==> config.mk <==
export PLATFORM = sky130hd
export DESIGN_NAME = calendar_datetime_adder
export DESIGN_NICKNAME = d
export VERILOG_FILES = /design/src/rtl/cda_pkg.sv /design/src/rtl/cda_leap.sv /design/src/rtl/calendar_datetime_adder.sv
export SDC_FILE = /design/constraint.sdc
export NUM_CORES = 1
export LEC_CHECK = 0
export ABC_AREA = 1
export BUFFER_PORTS_ARGS = -buffer_cell sky130_fd_sc_hd__buf_2
export CAP_MARGIN = 10
export CORE_MARGIN = 1.5
export CORE_UTILIZATION = 60
export DETAILED_ROUTE_END_ITERATION = 12
export PLACE_DENSITY = 0.89
export SLEW_MARGIN = 40
export SYNTH_ARGS = -nofsm -noshare
export SYNTH_HDL_FRONTEND = slang
export SYNTH_SLANG_ARGS = --single-unit
==> constraint.sdc <==
create_clock -name i_clk -period 6.55 [get_ports i_clk]
set_input_delay 0.655 -clock i_clk [delete_from_list [all_inputs] [get_ports i_clk]]
set_output_delay 0.655 -clock i_clk [all_outputs]
set_load 0.02 [all_outputs]
==> src/rtl/cda_pkg.sv <==
// cda_pkg: field widths, calendar constants, action codes and the month-length
// decoder for the calendar date/time adder.
// No dependencies; used by cda_leap and calendar_datetime_adder.
package cda_pkg;

    localparam int ACT_W  = 3;
    localparam int AMT_W  = 13;
    localparam int YEAR_W = 16;
    localparam int MON_W  = 4;
    localparam int DAY_W  = 5;
    localparam int HOUR_W = 5;
    localparam int MIN_W  = 6;
    localparam int SEC_W  = 6;

    // shared adder and work register widths
    localparam int SW = 18;
    localparam int TW = 14;
    localparam int DW = 14;
    localparam int CW = 9;

    localparam logic signed [SW-1:0] YEAR_MAX  = 18'sd32767;
    localparam logic signed [SW-1:0] YEAR_MIN  = -18'sd32768;
    localparam logic signed [SW-1:0] MIN_SPAN  = 18'sd60;
    localparam logic signed [SW-1:0] HOUR_SPAN = 18'sd24;
    localparam logic signed [SW-1:0] MONTHS    = 18'sd12;

    localparam logic signed [YEAR_W-1:0] YEAR_RST = 16'sd2000;

    // floor(a/25) = (a * 5243) >> 17 for a up to 32768
    localparam int             RECIP_W  = 13;
    localparam logic [RECIP_W-1:0] RECIP25 = 13'd5243;
    localparam int             RECIP_SH = 17;

    typedef enum logic [ACT_W-1:0] {
        ACT_LOAD  = 3'd0,
        ACT_SEC   = 3'd1,
        ACT_MIN   = 3'd2,
        ACT_HOUR  = 3'd3,
        ACT_DAY   = 3'd4,
        ACT_MONTH = 3'd5,
        ACT_YEAR  = 3'd6
    } t_action;

    // days in month; zero for a month outside 1..12
    function automatic logic [DAY_W-1:0] month_len(input logic leap,
                                                   input logic [MON_W-1:0] m);
        logic [DAY_W-1:0] len;
        unique case (m) inside
            4'd1, 4'd3, 4'd5, 4'd7, 4'd8, 4'd10, 4'd12: len = 5'd31;
            4'd4, 4'd6, 4'd9, 4'd11:                    len = 5'd30;
            4'd2:                                       len = leap ? 5'd29 : 5'd28;
            default:                                    len = 5'd0;
        endcase
        return len;
    endfunction

endpackage

==> src/rtl/cda_leap.sv <==
// cda_leap: three-stage leap-year unit (4/100/400 rule on the magnitude of
// the year). Result held until the next start. Depends on cda_pkg.
module cda_leap
    import cda_pkg::*;
(
    input  logic                     i_clk,
    input  logic                     i_rst_n,
    input  logic                     i_start,
    input  logic signed [YEAR_W-1:0] i_year,
    output logic                     o_done,
    output logic                     o_leap
);

    logic [YEAR_W-1:0]         r_abs;
    logic [YEAR_W-1:0]         r_abs2;
    logic [YEAR_W+RECIP_W-1:0] r_prod;
    logic                      r_v1;
    logic                      r_v2;
    logic                      r_v3;
    logic                      r_leap;

    logic [YEAR_W+RECIP_W-RECIP_SH-1:0] q;
    logic [YEAR_W-1:0]                  q25;
    logic [YEAR_W-1:0]                  rem25;
    logic                               leap;

    assign q     = r_prod[YEAR_W+RECIP_W-1:RECIP_SH];
    assign q25   = (YEAR_W'(q) << 4) + (YEAR_W'(q) << 3) + YEAR_W'(q);
    assign rem25 = r_abs2 - q25;
    // divisible by 4, and either not by 100 or by 400
    assign leap  = (r_abs2[1:0] == 2'b00) &&
                   ((rem25 != '0) || (r_abs2[3:0] == 4'b0000));

    always_ff @(posedge i_clk) begin
        if (!i_rst_n) begin
            r_v1   <= 1'b0;
            r_v2   <= 1'b0;
            r_v3   <= 1'b0;
            r_leap <= 1'b1;
        end else begin
            r_v1 <= i_start;
            r_v2 <= r_v1;
            r_v3 <= r_v2;
            if (i_start) begin
                r_abs <= i_year[YEAR_W-1] ? YEAR_W'(-i_year) : YEAR_W'(i_year);
            end
            if (r_v1) begin
                r_prod <= r_abs * RECIP25;
                r_abs2 <= r_abs;
            end
            if (r_v2) begin
                r_leap <= leap;
            end
        end
    end

    assign o_done = r_v3;
    assign o_leap = r_leap;

endmodule

==> src/rtl/calendar_datetime_adder.sv <==
// calendar_datetime_adder: Gregorian date/time register with signed add per unit.
// One shared adder under a sequencer; leap flag from cda_leap.
// Depends on cda_pkg and cda_leap.
//
// Input channel (i_valid / o_stall): an item is taken when i_valid is high and
// o_stall is low. Action load stores the six load fields unchecked; the add
// actions add i_amount (clamped to +/-MAX_AMOUNT) in seconds, minutes, hours,
// days, months or years, carries and borrows rippling upward; an unused code keeps the date.
// Output channel (o_valid / i_stall): one result item per input item, the full
// date/time after the operation plus o_year_saturated.
// A load or a nonzero year add ends in the leap unit, which runs after every
// load and every year or month change. A second/minute/hour add folds one
// carry or borrow per step, then moves on to each unit that a carry reaches;
// each day carried out of the hour is taken as a single-day step. A day add
// walks one month edge at a time, through the leap unit at each; a month add
// wraps twelve months at a time, stepping the year on each wrap.
// o_stall is high from acceptance until the result moves into the output
// register; a stalled result does not hold off the next item, only the end
// of the one after it.
// Reset: 2000-01-01 00:00:00, output empty.
module calendar_datetime_adder
    import cda_pkg::*;
#(
    parameter int MAX_AMOUNT = 4095
) (
    input  logic                     i_clk,
    input  logic                     i_rst_n,
    input  logic                     i_valid,
    output logic                     o_stall,
    input  logic [ACT_W-1:0]         i_action,
    input  logic signed [AMT_W-1:0]  i_amount,
    input  logic signed [YEAR_W-1:0] i_load_year,
    input  logic [MON_W-1:0]         i_load_month,
    input  logic [DAY_W-1:0]         i_load_day,
    input  logic [HOUR_W-1:0]        i_load_hour,
    input  logic [MIN_W-1:0]         i_load_minute,
    input  logic [SEC_W-1:0]         i_load_second,
    output logic                     o_valid,
    input  logic                     i_stall,
    output logic signed [YEAR_W-1:0] o_cur_year,
    output logic [MON_W-1:0]         o_cur_month,
    output logic [DAY_W-1:0]         o_cur_day,
    output logic [HOUR_W-1:0]        o_cur_hour,
    output logic [MIN_W-1:0]         o_cur_minute,
    output logic [SEC_W-1:0]         o_cur_second,
    output logic                     o_year_saturated
);

    localparam logic signed [SW-1:0] MAXA = SW'(MAX_AMOUNT);

    typedef enum logic [3:0] {
        S_IDLE, S_FOLD, S_DSTART, S_DAY, S_DSUB, S_MINC, S_MFOLD,
        S_MYEAR, S_LSTART, S_LWAIT, S_DBACK, S_DONE
    } t_state;

    typedef enum logic [1:0] {U_SEC, U_MIN, U_HOUR} t_unit;
    typedef enum logic [1:0] {R_DONE, R_DAY, R_DBACK} t_ret;

    t_state r_state;
    t_unit  r_unit;
    t_ret   r_ret;

    logic signed [YEAR_W-1:0] r_year;
    logic [MON_W-1:0]         r_month;
    logic [DAY_W-1:0]         r_day;
    logic [HOUR_W-1:0]        r_hour;
    logic [MIN_W-1:0]         r_minute;
    logic [SEC_W-1:0]         r_second;
    logic                     r_sat;

    logic signed [TW-1:0] r_t;
    logic signed [DW-1:0] r_d;
    logic signed [CW-1:0] r_c;
    logic                 r_mdir;
    logic                 r_ydir;
    logic                 r_hour_day;

    logic                     r_ovalid;
    logic signed [YEAR_W-1:0] r_cur_year;
    logic [MON_W-1:0]         r_cur_month;
    logic [DAY_W-1:0]         r_cur_day;
    logic [HOUR_W-1:0]        r_cur_hour;
    logic [MIN_W-1:0]         r_cur_minute;
    logic [SEC_W-1:0]         r_cur_second;
    logic                     r_cur_sat;

    logic                 in_acc;
    t_action              act;
    logic signed [SW-1:0] am_ext;
    logic signed [SW-1:0] am;
    logic signed [SW-1:0] op_a;
    logic signed [SW-1:0] op_b;
    logic signed [SW-1:0] sum;
    logic signed [SW-1:0] t_ext;
    logic signed [SW-1:0] span;
    logic signed [SW-1:0] md_s;
    logic [DAY_W-1:0]     md;
    logic                 over;
    logic                 under;
    logic                 m_over;
    logic                 m_under;
    logic                 ysat;
    logic signed [YEAR_W-1:0] ynext;
    logic                 leap_start;
    logic                 leap_done;
    logic                 leap;

    assign in_acc = i_valid && !o_stall;
    assign act    = t_action'(i_action);

    assign am_ext = SW'(i_amount);
    assign am     = (am_ext > MAXA) ? MAXA : ((am_ext < -MAXA) ? -MAXA : am_ext);

    assign t_ext   = SW'(r_t);
    assign span    = (r_unit == U_HOUR) ? HOUR_SPAN : MIN_SPAN;
    assign over    = t_ext >= span;
    assign under   = t_ext < 0;
    assign m_over  = t_ext > MONTHS;
    assign m_under = t_ext < 1;

    assign md   = month_len(leap, r_month);
    assign md_s = SW'(md);

    // shared adder operand selection
    always_comb begin
        op_a = '0;
        op_b = '0;
        unique case (r_state)
            S_IDLE: begin
                op_b = am;
                case (act)
                    ACT_SEC:   op_a = SW'(r_second);
                    ACT_MIN:   op_a = SW'(r_minute);
                    ACT_HOUR:  op_a = SW'(r_hour);
                    ACT_MONTH: op_a = SW'(r_month);
                    ACT_YEAR:  op_a = SW'(r_year);
                    default:   op_a = '0;
                endcase
            end
            S_FOLD: begin
                if (over) begin
                    op_a = t_ext;
                    op_b = -span;
                end else if (under) begin
                    op_a = t_ext;
                    op_b = span;
                end else begin
                    // carry into the next unit up
                    op_a = (r_unit == U_SEC) ? SW'(r_minute) : SW'(r_hour);
                    op_b = SW'(r_c);
                end
            end
            S_DAY: begin
                op_a = SW'(r_day);
                op_b = SW'(r_d);
            end
            S_DSUB: begin
                op_a = SW'(r_d);
                op_b = -md_s;
            end
            S_DBACK: begin
                op_a = SW'(r_d);
                op_b = md_s;
            end
            S_MINC: begin
                op_a = SW'(r_month);
                op_b = r_mdir ? -18'sd1 : 18'sd1;
            end
            S_MFOLD: begin
                op_a = t_ext;
                op_b = m_over ? -MONTHS : MONTHS;
            end
            S_MYEAR: begin
                op_a = SW'(r_year);
                op_b = r_ydir ? -18'sd1 : 18'sd1;
            end
            default: begin
                op_a = '0;
                op_b = '0;
            end
        endcase
    end

    assign sum   = op_a + op_b;
    assign ysat  = (sum > YEAR_MAX) || (sum < YEAR_MIN);
    assign ynext = (sum > YEAR_MAX) ? YEAR_W'(YEAR_MAX) :
                   ((sum < YEAR_MIN) ? YEAR_W'(YEAR_MIN) : YEAR_W'(sum));

    assign leap_start = (r_state == S_LSTART);

    cda_leap u_leap (
        .i_clk   (i_clk),
        .i_rst_n (i_rst_n),
        .i_start (leap_start),
        .i_year  (r_year),
        .o_done  (leap_done),
        .o_leap  (leap)
    );

    always_ff @(posedge i_clk) begin
        if (!i_rst_n) begin
            r_state  <= S_IDLE;
            r_year   <= YEAR_RST;
            r_month  <= 4'd1;
            r_day    <= 5'd1;
            r_hour   <= '0;
            r_minute <= '0;
            r_second <= '0;
            r_sat    <= 1'b0;
            r_ovalid <= 1'b0;
        end else begin
            // S_DONE refills the output register itself
            if (r_ovalid && !i_stall && r_state != S_DONE) begin
                r_ovalid <= 1'b0;
            end
            unique case (r_state)
                S_IDLE: begin
                    if (in_acc) begin
                        r_sat      <= 1'b0;
                        r_c        <= '0;
                        r_hour_day <= 1'b0;
                        r_ret      <= R_DONE;
                        unique case (act)
                            ACT_LOAD: begin
                                r_year   <= i_load_year;
                                r_month  <= i_load_month;
                                r_day    <= i_load_day;
                                r_hour   <= i_load_hour;
                                r_minute <= i_load_minute;
                                r_second <= i_load_second;
                                r_state  <= S_LSTART;
                            end
                            ACT_SEC, ACT_MIN, ACT_HOUR: begin
                                r_t    <= TW'(sum);
                                r_unit <= (act == ACT_SEC) ? U_SEC :
                                          ((act == ACT_MIN) ? U_MIN : U_HOUR);
                                r_state <= (am == '0) ? S_DONE : S_FOLD;
                            end
                            ACT_DAY: begin
                                r_d     <= DW'(am);
                                r_state <= S_DAY;
                            end
                            ACT_MONTH: begin
                                r_t     <= TW'(sum);
                                r_state <= (am == '0) ? S_DONE : S_MFOLD;
                            end
                            ACT_YEAR: begin
                                if (am == '0) begin
                                    r_state <= S_DONE;
                                end else begin
                                    r_year  <= ynext;
                                    r_sat   <= ysat;
                                    r_state <= S_LSTART;
                                end
                            end
                            default: r_state <= S_DONE;
                        endcase
                    end
                end
                S_FOLD: begin
                    if (over) begin
                        r_t <= TW'(sum);
                        r_c <= r_c + CW'(1);
                    end else if (under) begin
                        r_t <= TW'(sum);
                        r_c <= r_c - CW'(1);
                    end else begin
                        case (r_unit)
                            U_SEC: begin
                                r_second <= SEC_W'(r_t);
                                r_unit   <= U_MIN;
                            end
                            U_MIN: begin
                                r_minute <= MIN_W'(r_t);
                                r_unit   <= U_HOUR;
                            end
                            default: r_hour <= HOUR_W'(r_t);
                        endcase
                        if (r_unit == U_HOUR) begin
                            r_state <= S_DSTART;
                        end else if (r_c == '0) begin
                            r_state <= S_DONE;
                        end else begin
                            r_t <= TW'(sum);
                            r_c <= '0;
                        end
                    end
                end
                S_DSTART: begin
                    // one single-day step per hour carry
                    if (r_c == '0) begin
                        r_state <= S_DONE;
                    end else begin
                        r_hour_day <= 1'b1;
                        if (r_c > 0) begin
                            r_d <= DW'(1);
                            r_c <= r_c - CW'(1);
                        end else begin
                            r_d <= -DW'(1);
                            r_c <= r_c + CW'(1);
                        end
                        r_state <= S_DAY;
                    end
                end
                S_DAY: begin
                    if (md == '0) begin
                        r_state <= r_hour_day ? S_DSTART : S_DONE;
                    end else if (r_d > 0 && sum > md_s) begin
                        r_state <= S_DSUB;
                    end else if (r_d < 0 && sum < 1) begin
                        r_mdir  <= 1'b1;
                        r_ret   <= R_DBACK;
                        r_state <= S_MINC;
                    end else begin
                        r_day   <= DAY_W'(sum);
                        r_state <= r_hour_day ? S_DSTART : S_DONE;
                    end
                end
                S_DSUB: begin
                    r_d     <= DW'(sum);
                    r_mdir  <= 1'b0;
                    r_ret   <= R_DAY;
                    r_state <= S_MINC;
                end
                S_MINC: begin
                    r_t     <= TW'(sum);
                    r_state <= S_MFOLD;
                end
                S_MFOLD: begin
                    if (m_over || m_under) begin
                        r_t     <= TW'(sum);
                        r_ydir  <= m_under;
                        r_state <= S_MYEAR;
                    end else begin
                        r_month <= MON_W'(r_t);
                        r_state <= S_LSTART;
                    end
                end
                S_MYEAR: begin
                    // year held at its bound while the month keeps wrapping
                    r_year <= ynext;
                    if (ysat) begin
                        r_sat <= 1'b1;
                    end
                    r_state <= S_MFOLD;
                end
                S_LSTART: r_state <= S_LWAIT;
                S_LWAIT: begin
                    if (leap_done) begin
                        unique case (r_ret)
                            R_DAY:   r_state <= S_DAY;
                            R_DBACK: r_state <= S_DBACK;
                            default: r_state <= S_DONE;
                        endcase
                    end
                end
                S_DBACK: begin
                    // borrow: add the length of the month just entered
                    r_d     <= DW'(sum);
                    r_state <= S_DAY;
                end
                S_DONE: begin
                    if (!r_ovalid || !i_stall) begin
                        r_ovalid     <= 1'b1;
                        r_cur_year   <= r_year;
                        r_cur_month  <= r_month;
                        r_cur_day    <= r_day;
                        r_cur_hour   <= r_hour;
                        r_cur_minute <= r_minute;
                        r_cur_second <= r_second;
                        r_cur_sat    <= r_sat;
                        r_state      <= S_IDLE;
                    end
                end
                default: r_state <= S_IDLE;
            endcase
        end
    end

    assign o_stall          = (r_state != S_IDLE);
    assign o_valid          = r_ovalid;
    assign o_cur_year       = r_cur_year;
    assign o_cur_month      = r_cur_month;
    assign o_cur_day        = r_cur_day;
    assign o_cur_hour       = r_cur_hour;
    assign o_cur_minute     = r_cur_minute;
    assign o_cur_second     = r_cur_second;
    assign o_year_saturated = r_cur_sat;

    a_busy_after_accept: assert property (@(posedge i_clk) disable iff (!i_rst_n)
        in_acc |=> o_stall)
        else $error("block not busy after taking an item");

    a_leap_latency: assert property (@(posedge i_clk) disable iff (!i_rst_n)
        leap_start |-> ##3 leap_done)
        else $error("leap unit result late");

    a_no_carry_left: assert property (@(posedge i_clk) disable iff (!i_rst_n)
        (r_state == S_DONE) |-> (r_c == '0))
        else $error("carry count left over at end of item");

    a_sat_at_bound: assert property (@(posedge i_clk) disable iff (!i_rst_n)
        (o_valid && o_year_saturated) |->
            (o_cur_year == YEAR_W'(YEAR_MAX) || o_cur_year == YEAR_W'(YEAR_MIN)))
        else $error("saturation flagged with year off its bound");

endmodule

== Word-level counts from Yosys, hierarchy flattened ==
Index checks and enable logic that the tools add are counted.

* Register bits after elaboration: 200
* Bits in latches: 0
* RAM bits: 0
* Bits in read-only memories: 0
* Input bits: 62
* Output and inout bits: 45
* Word-level logic and storage cells: 293
* Memories: 0

* Add/subtract/negate cells: 9
* Multiply operators: 1
* Divide/modulo/power cells: 0
* $lt $le $gt $ge: 13
* Equal/unequal tests: 60
* Shift operators: 0
* Multiplexer cells: 119
* Bitwise logic cells: 0
* Reduce and logical (&&, ||, !) cells: 59

{| class="wikitable"
|+ Operators with widths
! operator !! count
|-
| 18-bit two-way mux || 9
|-
| 14-bit two-way mux || 11
|-
| 18-bit one-hot mux with 8 select lines || 1
|-
| 18-bit one-hot mux with 7 select lines || 1
|-
| 18-bit one-hot mux with 5 select lines || 1
|-
| 4-bit two-way mux || 18
|-
| 6-bit two-way mux || 12
|-
| 16-bit two-way mux || 4
|-
| 16-bit one-hot mux with 2 select lines || 2
|-
| 9-bit two-way mux || 7
|-
| 14-bit one-hot mux with 4 select lines || 1
|-
| 5-bit two-way mux || 10
|-
| 4-bit one-hot mux with 11 select lines || 1
|-
| 14-bit one-hot mux with 3 select lines || 1
|-
| 6-bit AND reduction || 7
|-
| 4-bit == test, second input constant || 9
|-
| 4-bit by 3-bit == test with 1-bit output, second input constant || 8
|-
| 2-bit != test, second input constant || 15
|-
| 16-bit by 13-bit multiplier with 29-bit output, second input constant || 1
|-
| 14-bit by 1-bit < comparator with 1-bit output, second input constant || 2
|-
| 9-bit one-hot mux with 3 select lines || 1
|-
| 6-bit one-hot mux with 2 select lines || 2
|-
| 2-bit two-way mux || 11
|-
| 4-bit one-hot mux with 5 select lines || 1
|-
| 62 further kinds || 125
|}

== Logic depth before layout (Yosys ltp) ==
Gate-level depths: netlist of run 1.

* Depth in word-level cells: 13
* Mapped depth: 36

== Hierarchy ==
From an unflattened synthesis of run 1, not the netlist that was laid out.

* Cells, all modules: 2014
* Area, all modules: 16345.7 um^2

{| class="wikitable"
|+ By module, submodules not included
! module !! instances !! cells each !! area an instance (um^2)
|-
| calendar_datetime_adder || 1 || 1162 || 8846.0
|-
| cda_leap || 1 || 852 || 7499.7
|}

== Worst setup path before layout of run 1 ==
No wires, ideal clock.

* Path type: register to register
* Start: register u_leap.r_abs[8]
* End: register u_leap.r_prod[28], data pin
* Library setup time: 0.260 ns
* Data arrival time: 4.417 ns
* Data required time: 6.290 ns
* Setup slack: 1.873 ns
* Stages on the path, launching flop included: 19
* Path buffers: 0
* Cell sequence: edfxtp_1 -> ha_1 -> inv_1 -> fa_1 -> inv_1 -> fa_1 -> inv_1 -> fa_1 -> fa_1 -> inv_1 -> ha_1 -> nand2_1 -> or3_1 -> o21ai_1 -> a31oi_1 -> o21bai_1 -> nand2_1 -> nand2_1 -> xor2_1

* Cells in the longest elaborated chain, start to end: 1

{| class="wikitable"
|+ RTL lines
! item !! line !! text
|-
| start: declaration || cda_leap.sv:14 || <nowiki>logic [YEAR_W-1:0] r_abs;</nowiki>
|-
| start signal: assignment || cda_leap.sv:45 || <nowiki>r_abs <= i_year[YEAR_W-1] ? YEAR_W'(-i_year) : YEAR_W'(i_year);</nowiki>
|-
| 16-bit by 13-bit multiplier with 29-bit output || cda_leap.sv:48 || <nowiki>r_prod <= r_abs * RECIP25;</nowiki>
|-
| end signal: assignment || cda_leap.sv:48 ||
|-
| end: declaration || cda_leap.sv:16 || <nowiki>logic [YEAR_W+RECIP_W-1:0] r_prod;</nowiki>
|}

No other way between the ends.
A chain may end at the register's enable or synchronous reset.

== Final worst setup path of run 1 ==
* Start: register r_month[0]
* End: register r_mdir (enable)

* Cells in the longest elaborated chain, start to end: 10
* Elaborated cells on any way between the ends: 29
* Classes of those cells: add/sub (2); order compare (2); eq/ne (15); mux (4); reduce/logical (6)

{| class="wikitable"
|+ RTL lines
! item !! line !! text
|-
| start: declaration || calendar_datetime_adder.sv:64 || <nowiki>logic [MON_W-1:0] r_month;</nowiki>
|-
| start signal: assignment || calendar_datetime_adder.sv:226 || <nowiki>r_month <= i_load_month;</nowiki>
|-
| start signal: assignment || calendar_datetime_adder.sv:335 || <nowiki>r_month <= MON_W'(r_t);</nowiki>
|-
| 4-bit by 1-bit == test with 1-bit output (tied with other cells) || calendar_datetime_adder.sv:121 || <nowiki>assign md = month_len(leap, r_month);</nowiki>
|-
| 7-bit OR reduction / 4-bit OR reduction (equally long branches) || cda_pkg.sv:48 || <nowiki>unique case (m) inside</nowiki>
|-
| 5-bit one-hot mux with 3 select lines || cda_pkg.sv:48 ||
|-
| 5-bit negator with 18-bit output || calendar_datetime_adder.sv:159 || <nowiki>op_b = -md_s;</nowiki>
|-
| 18-bit one-hot mux with 8 select lines || calendar_datetime_adder.sv:128 || <nowiki>unique case (r_state)</nowiki>
|-
| 18-bit adder (*) || calendar_datetime_adder.sv:184 || <nowiki>assign sum = op_a + op_b;</nowiki>
|-
| via sum[4] || calendar_datetime_adder.sv:93 || <nowiki>logic signed [SW-1:0] sum;</nowiki>
|-
| 18-bit by 2-bit < comparator with 1-bit output / 18-bit by 6-bit > comparator with 1-bit output (equally long branches) || calendar_datetime_adder.sv:310, calendar_datetime_adder.sv:308 ||
|-
| 1-bit logical AND (on tied branches) || calendar_datetime_adder.sv:310, calendar_datetime_adder.sv:308 ||
|-
| 2-bit != test (no source line) || n/a ||
|-
| 5-bit AND reduction (no source line) (*) || n/a ||
|-
| end signal: assignment || calendar_datetime_adder.sv:311 || <nowiki>r_mdir <= 1'b1;</nowiki>
|-
| end signal: assignment || calendar_datetime_adder.sv:321 || <nowiki>r_mdir <= 1'b0;</nowiki>
|-
| end: declaration || calendar_datetime_adder.sv:74 || <nowiki>logic r_mdir;</nowiki>
|}

Mark *: on every way through the listed nets, which the timed path passes. The rest lies on a longest branch.

==> summary.txt, run 1 <==
Status - completed
Clk slew on worst S/H paths - 0.08 ns
Min-Delay Path Class - reg -> reg
Clk_skew - 0.0172 ns
Routed Antenna Nets - 0
Post-synth ARST share - 0%
Synth Warn # - 0
Worst-Margin Slew - 0.882 ns
EDFF count, synth - 131
Vias post-DR - 14.3k
Critical path class - reg -> reg
FF-to-FF Start - r_month[0]
Drt total wl - 49.1 mm
Worst Path Buf+Inv - 3
Antenna Cells - 0
Final instance area - 17200 sq um
Via density - 6.22
Setup crit start kind - register
Fillcell total - 2017
Worst Setup End Kind - register
Syn Inst Count - 1849
Fin util - 67.9%
Row count - 58
Hold buffers post-CTS - 0
GRT overflow - 0
Crit path max-delay family - compound AO/OA/AOI/OAI gates
Most used DFF post-synth - edfxtp_1
FF+latch count, synth - 183
Post-synthesis sequential area ratio - 31.8%
Max-cap violation count - 0
Core ar. - 25400 sq um
Die width - 165 um
Max frequency - 0.170 GHz
Total GRT Usage - 37.4%
Number of cells upsized or downsized after cts - 0
Post-synth top cells - inv_1, nand2_1, ha_1
Post-CTS setup buffers - 0
Largest cells by area after synthesis - edfxtp_1, fa_1, ha_1, inv_1, nand2_1
Routability cong. - 1.10
Final Hold Violating Endpoints - 0
Hold path endpoint - o_cur_hour[2]
Root Buffer - clkbuf_16
Clk buf depth - 2
Initial antenna violation count - 0
Hold depth - 0
Slew HR - 39.7%
# IOs - 107
Slowest CP cell - a2111oi_0
Post-route setup TNS - 0 ns
Crit-path most repeated cell - nand2_1
Final setup viols - 0
H-Tree Depth - 4
Worst Hold Launch - r_hour[2]
Min Tclk post-route - 5.87 ns
Total die area - 27100 sq um
Cell area after synthesis - 15700 sq um
R2r setup slk - 0.68 ns
Clk Latency, worst-skew pair - 0.46 ns
Syn nets - 2160
Synth top area share - 25.1%
WP data arrival - 6.00 ns
Port Buf Inserts - 106
Die Ht - 165 um
Synthesized area per cell - 8.47 sq um
Iter 0 DRT Violations - 1617
Setup repair after global routing missed its margin - no
Top-count cell post-synth - inv_1
Netlist cell types - 58
CP max stage delay - 0.77 ns
CTS Buf Count - 17
Total Nets Final - 2268
Synth area leader - edfxtp_1
Worst reg-to-reg path cell count - 27
Area Overhead vs Synth - 10.0%
Hold slack - 0.439 ns
Crit share post-route - 89.6%
Final HPWL DP - 38.7 mm
Number of global-route vias before repair - 14.2k
FF-to-FF End - r_mdir
CTS tree - yes
Crit Path Max Fanout - 7
Pins Over Slew Limit - 0
Drt drc - 0
Largest net degree at the start of global routing - 44
Req. time, crit path - 6.69 ns
Drt pass-1 iters - 7
Placed cell area - 16600 sq um
First-pass GRT wire length - 76.2 mm
Share of cells above drive strength 1 - 11.5%
Clk sinks - 183
Wirelength per Cell - 21.3 um
Initial Util - 61.7%
-- routing by layer --
metal	GRT usage, %	up-vias	share of wire [%]
li1	-	6411	-
met1	47.4	6686	38
met2	60.2	985	46
met3	8.56	225	11
met4	19.1	0	5.4
met5	0	-	0
-- final cells by class --
| type | instances | area [sq um] | share of cell area (%) |
|---|---|---|---|
| Clock inverter | 15 | 210 | 1.22 |
| Inverter | 374 | 1400 | 8.15 |
| Clock buffer | 17 | 425 | 2.47 |
| Multi-Input combinational cell | 1261 | 9170 | 53.2 |
| Sequential cell | 183 | 4970 | 28.9 |
| Timing Repair Buffer | 120 | 636 | 3.69 |
| Tap cell | 330 | 413 | 2.40 |
-- sequential cells by signal (all words and copies together), names as in the netlist, 5 cells and up --
register / flops
r_second: 6
u_leap.r_abs: 16
u_leap.r_prod: 13
o_cur_year: 16
r_hour: 5
r_year: 16
u_leap.r_abs2: 15
r_minute: 6
r_day: 5
o_cur_minute: 6
o_cur_day: 5
r_d: 14
r_c: 9
o_cur_hour: 5
r_t: 14
o_cur_second: 6
-- through the flow --
step	setup WS, ns	cells
2_1_floorplan	1.87	1849
3_3_place_gp	1.18	2268
6_report	0.684	2300
4_1_cts	1.05	2300
3_5_place_dp	1.06	2268
5_1_grt	0.399	2300
-- cell usage in the layout, fill, tap and decap left out, types with 41 or more instances in the layout --
cell and instances:
nand3_1 66, fa_1 96, buf_2 106, nand2_1 287, o21ai_0 105, inv_1 353
nor2_1 123, edfxtp_1 131, xor2_1 41, a21oi_1 115, ha_1 153, dfxtp_1 52
-- logic make-up after synthesis --
family / after synthesis / share of synthesized area (%)
AO/OA/AOI/OAI: 367 / 14.0
XOR/XNOR: 54 / 3.02
adder cells (fa/ha/maj): 249 / 24.5
buffers and inverters: 405 / 9.87
flip-flops: 183 / 31.8
AND/OR/NAND/NOR: 591 / 16.8
-- worst max-delay path by stage --
stage,startpoint,endpoint,slack (ns),cells past startpoint
3_5_place_dp,i_amount[11],r_mdir,1.06,28
2_1_floorplan,u_leap.r_abs[8],u_leap.r_prod[28],1.87,18
3_3_place_gp,i_amount[11],r_mdir,1.18,28
4_1_cts,r_month[0],r_mdir,1.05,27
6_report,r_month[0],r_mdir,0.68,27
5_1_grt,r_t[10],r_mdir,0.40,31
Power of run 1 is not shown: default switching activity piles up to over one toggle a cycle in this logic, so the estimate is an artifact.
==> run 2: changes to the inputs <==
- clock period: 6.55 -> 6.9 ns (I/O delays scaled with it)
==> run 2 against run 1 <==
Net effect: via count fell by 1.2%; highest routed layer unchanged; maximum frequency rose by 3.2%; critical endpoint unchanged; largest cell class unchanged; non-clock buffer count fell by 3; wire length fell by 1.2%.
==> summary.txt, run 2 (same netlist as run 1, synthesis figures left out) <==
Via density - 6.16 (-1.0%)
Total die area - 27100 sq um (unchanged)
Post-route setup TNS - 0 ns (unchanged)
Crit-path most repeated cell - nand2_1
Clk_skew - 0.0233 ns (+0.00617 ns)
Number of cells upsized or downsized after cts - 0 (unchanged)
# IOs - 107 (unchanged)
Req. time, crit path - 7.03 ns (+0.34 ns)
Clk slew on worst S/H paths - 0.08 ns (about the same)
Vias post-DR - 14.1k (-1.2%)
Post-CTS setup buffers - 0 (unchanged)
CTS tree - yes
Pins Over Slew Limit - 0 (unchanged)
Final HPWL DP - 38.7 mm (+0.14%)
Crit Path Max Fanout - 8 (+1)
Antenna Cells - 0 (unchanged)
Total GRT Usage - 37.1% (-0.38 points)
Slew HR - 45.6% (+5.9 points)
Final setup viols - 0 (unchanged)
GRT overflow - 0 (unchanged)
Clk buf depth - 2 (unchanged)
Min-Delay Path Class - reg -> reg
Wirelength per Cell - 21.1 um (-1.1%)
Hold buffers post-CTS - 0 (unchanged)
Drt total wl - 48.5 mm (-1.2%)
Die Ht - 165 um (unchanged)
Iter 0 DRT Violations - 1411 (-13%)
Drt drc - 0 (unchanged)
Initial antenna violation count - 0 (unchanged)
Area Overhead vs Synth - 9.91% (about the same)
WP data arrival - 5.82 ns (-0.18 ns)
Worst-Margin Slew - 0.814 ns (-0.0676 ns)
Drt pass-1 iters - 6 (-1)
Total Nets Final - 2265 (-0.13%)
Critical path class - reg -> reg
Clk sinks - 183 (unchanged)
Number of global-route vias before repair - 14.0k (-1.8%)
Share of cells above drive strength 1 - 11.4% (-0.084 points)
Max frequency - 0.176 GHz (+3.2%)
Routed Antenna Nets - 0 (unchanged)
Slowest CP cell - edfxtp_1
Status - completed
Initial Util - 61.7% (unchanged)
Setup crit start kind - register
Core ar. - 25400 sq um (unchanged)
Die width - 165 um (unchanged)
Routability cong. - 1.04 (-5.1%)
Largest net degree at the start of global routing - 44 (unchanged)
H-Tree Depth - 4 (unchanged)
Setup repair after global routing missed its margin - no
CTS Buf Count - 17 (unchanged)
Row count - 58 (unchanged)
Worst Setup End Kind - register
Commonest non-fill, non-tap cell in the layout - inv_1
First-pass GRT wire length - 75.1 mm (-1.4%)
Root Buffer - clkbuf_16
CP max stage delay - 0.59 ns (-0.18 ns)
Crit share post-route - 82.4% (-7.1 points)
Most frequent cells in the layout - inv_1, nand2_1, ha_1, edfxtp_1, nor2_1
Port Buf Inserts - 106 (unchanged)
Final Hold Violating Endpoints - 0 (unchanged)
Min Tclk post-route - 5.69 ns (-0.180 ns)
Max-cap violation count - 0 (unchanged)
Clk Latency, worst-skew pair - 0.46 ns (about the same)
==> run 2: path summary, 6_finish.rpt <==
| kind | from | endpoint | slack [ns] | cells past startpoint |
|---|---|---|---|---|
| max | r_t[13] | r_mdir | 1.21 | 31 |
| min | r_sat | o_year_saturated | 0.45 | 0 |
| max reg2reg | r_t[13] | r_mdir | 1.21 | 31 |
| min reg2reg | r_sat | o_year_saturated | 0.45 | 0 |
==> run 2: critical path, delay by kind of cell, from the launching register on <==
| family | cells | cell delay [ns] |
|---|---|---|
| AND/OR/NAND/NOR | 19 | 2.32 |
| adder cells (fa/ha/maj) | 3 | 1.03 |
| buffers and inverters | 6 | 0.60 |
| flip-flops | 1 | 0.59 |
| XOR/XNOR | 1 | 0.44 |
| AO/OA/AOI/OAI | 2 | 0.40 |
==> run 2: area by class of cell <==
cell class	instances	area, sq um
clock buffer	17	425
clock inverter	15	213
fill	2003	8180
inverter	374	1400
multi-input combinational	1261	9180
sequential	183	4970
tap	330	413
timing repair buffer	117	613
==> run 2: per-stage QoR <==
step                      area, sq um  setup slack, ns  utilization (%)  instances  hold WS (ns)
final                           17200             1.21             67.8       2297         0.447
after global routing            17200            0.839             67.8       2297         0.447
after CTS                       17200             1.35             67.8       2297         0.443
after detailed placement        16600             1.20             65.3       2265         0.422
after global placement          16600             1.23             65.3       2265         0.415
after floorplan                 15700             2.22                -       1849         0.406
==> run 2: metal layers <==
| metal | vias up | part of all wire [%] | track usage, % |
|---|---|---|---|
| met5 | - | 0 | 0 |
| met4 | 0 | 4.0 | 14.7 |
| met3 | 151 | 10 | 7.56 |
| met2 | 885 | 47 | 61.5 |
| met1 | 6699 | 39 | 47.5 |
| li1 | 6406 | - | - |
Power of run 2 is left out for the same reason.
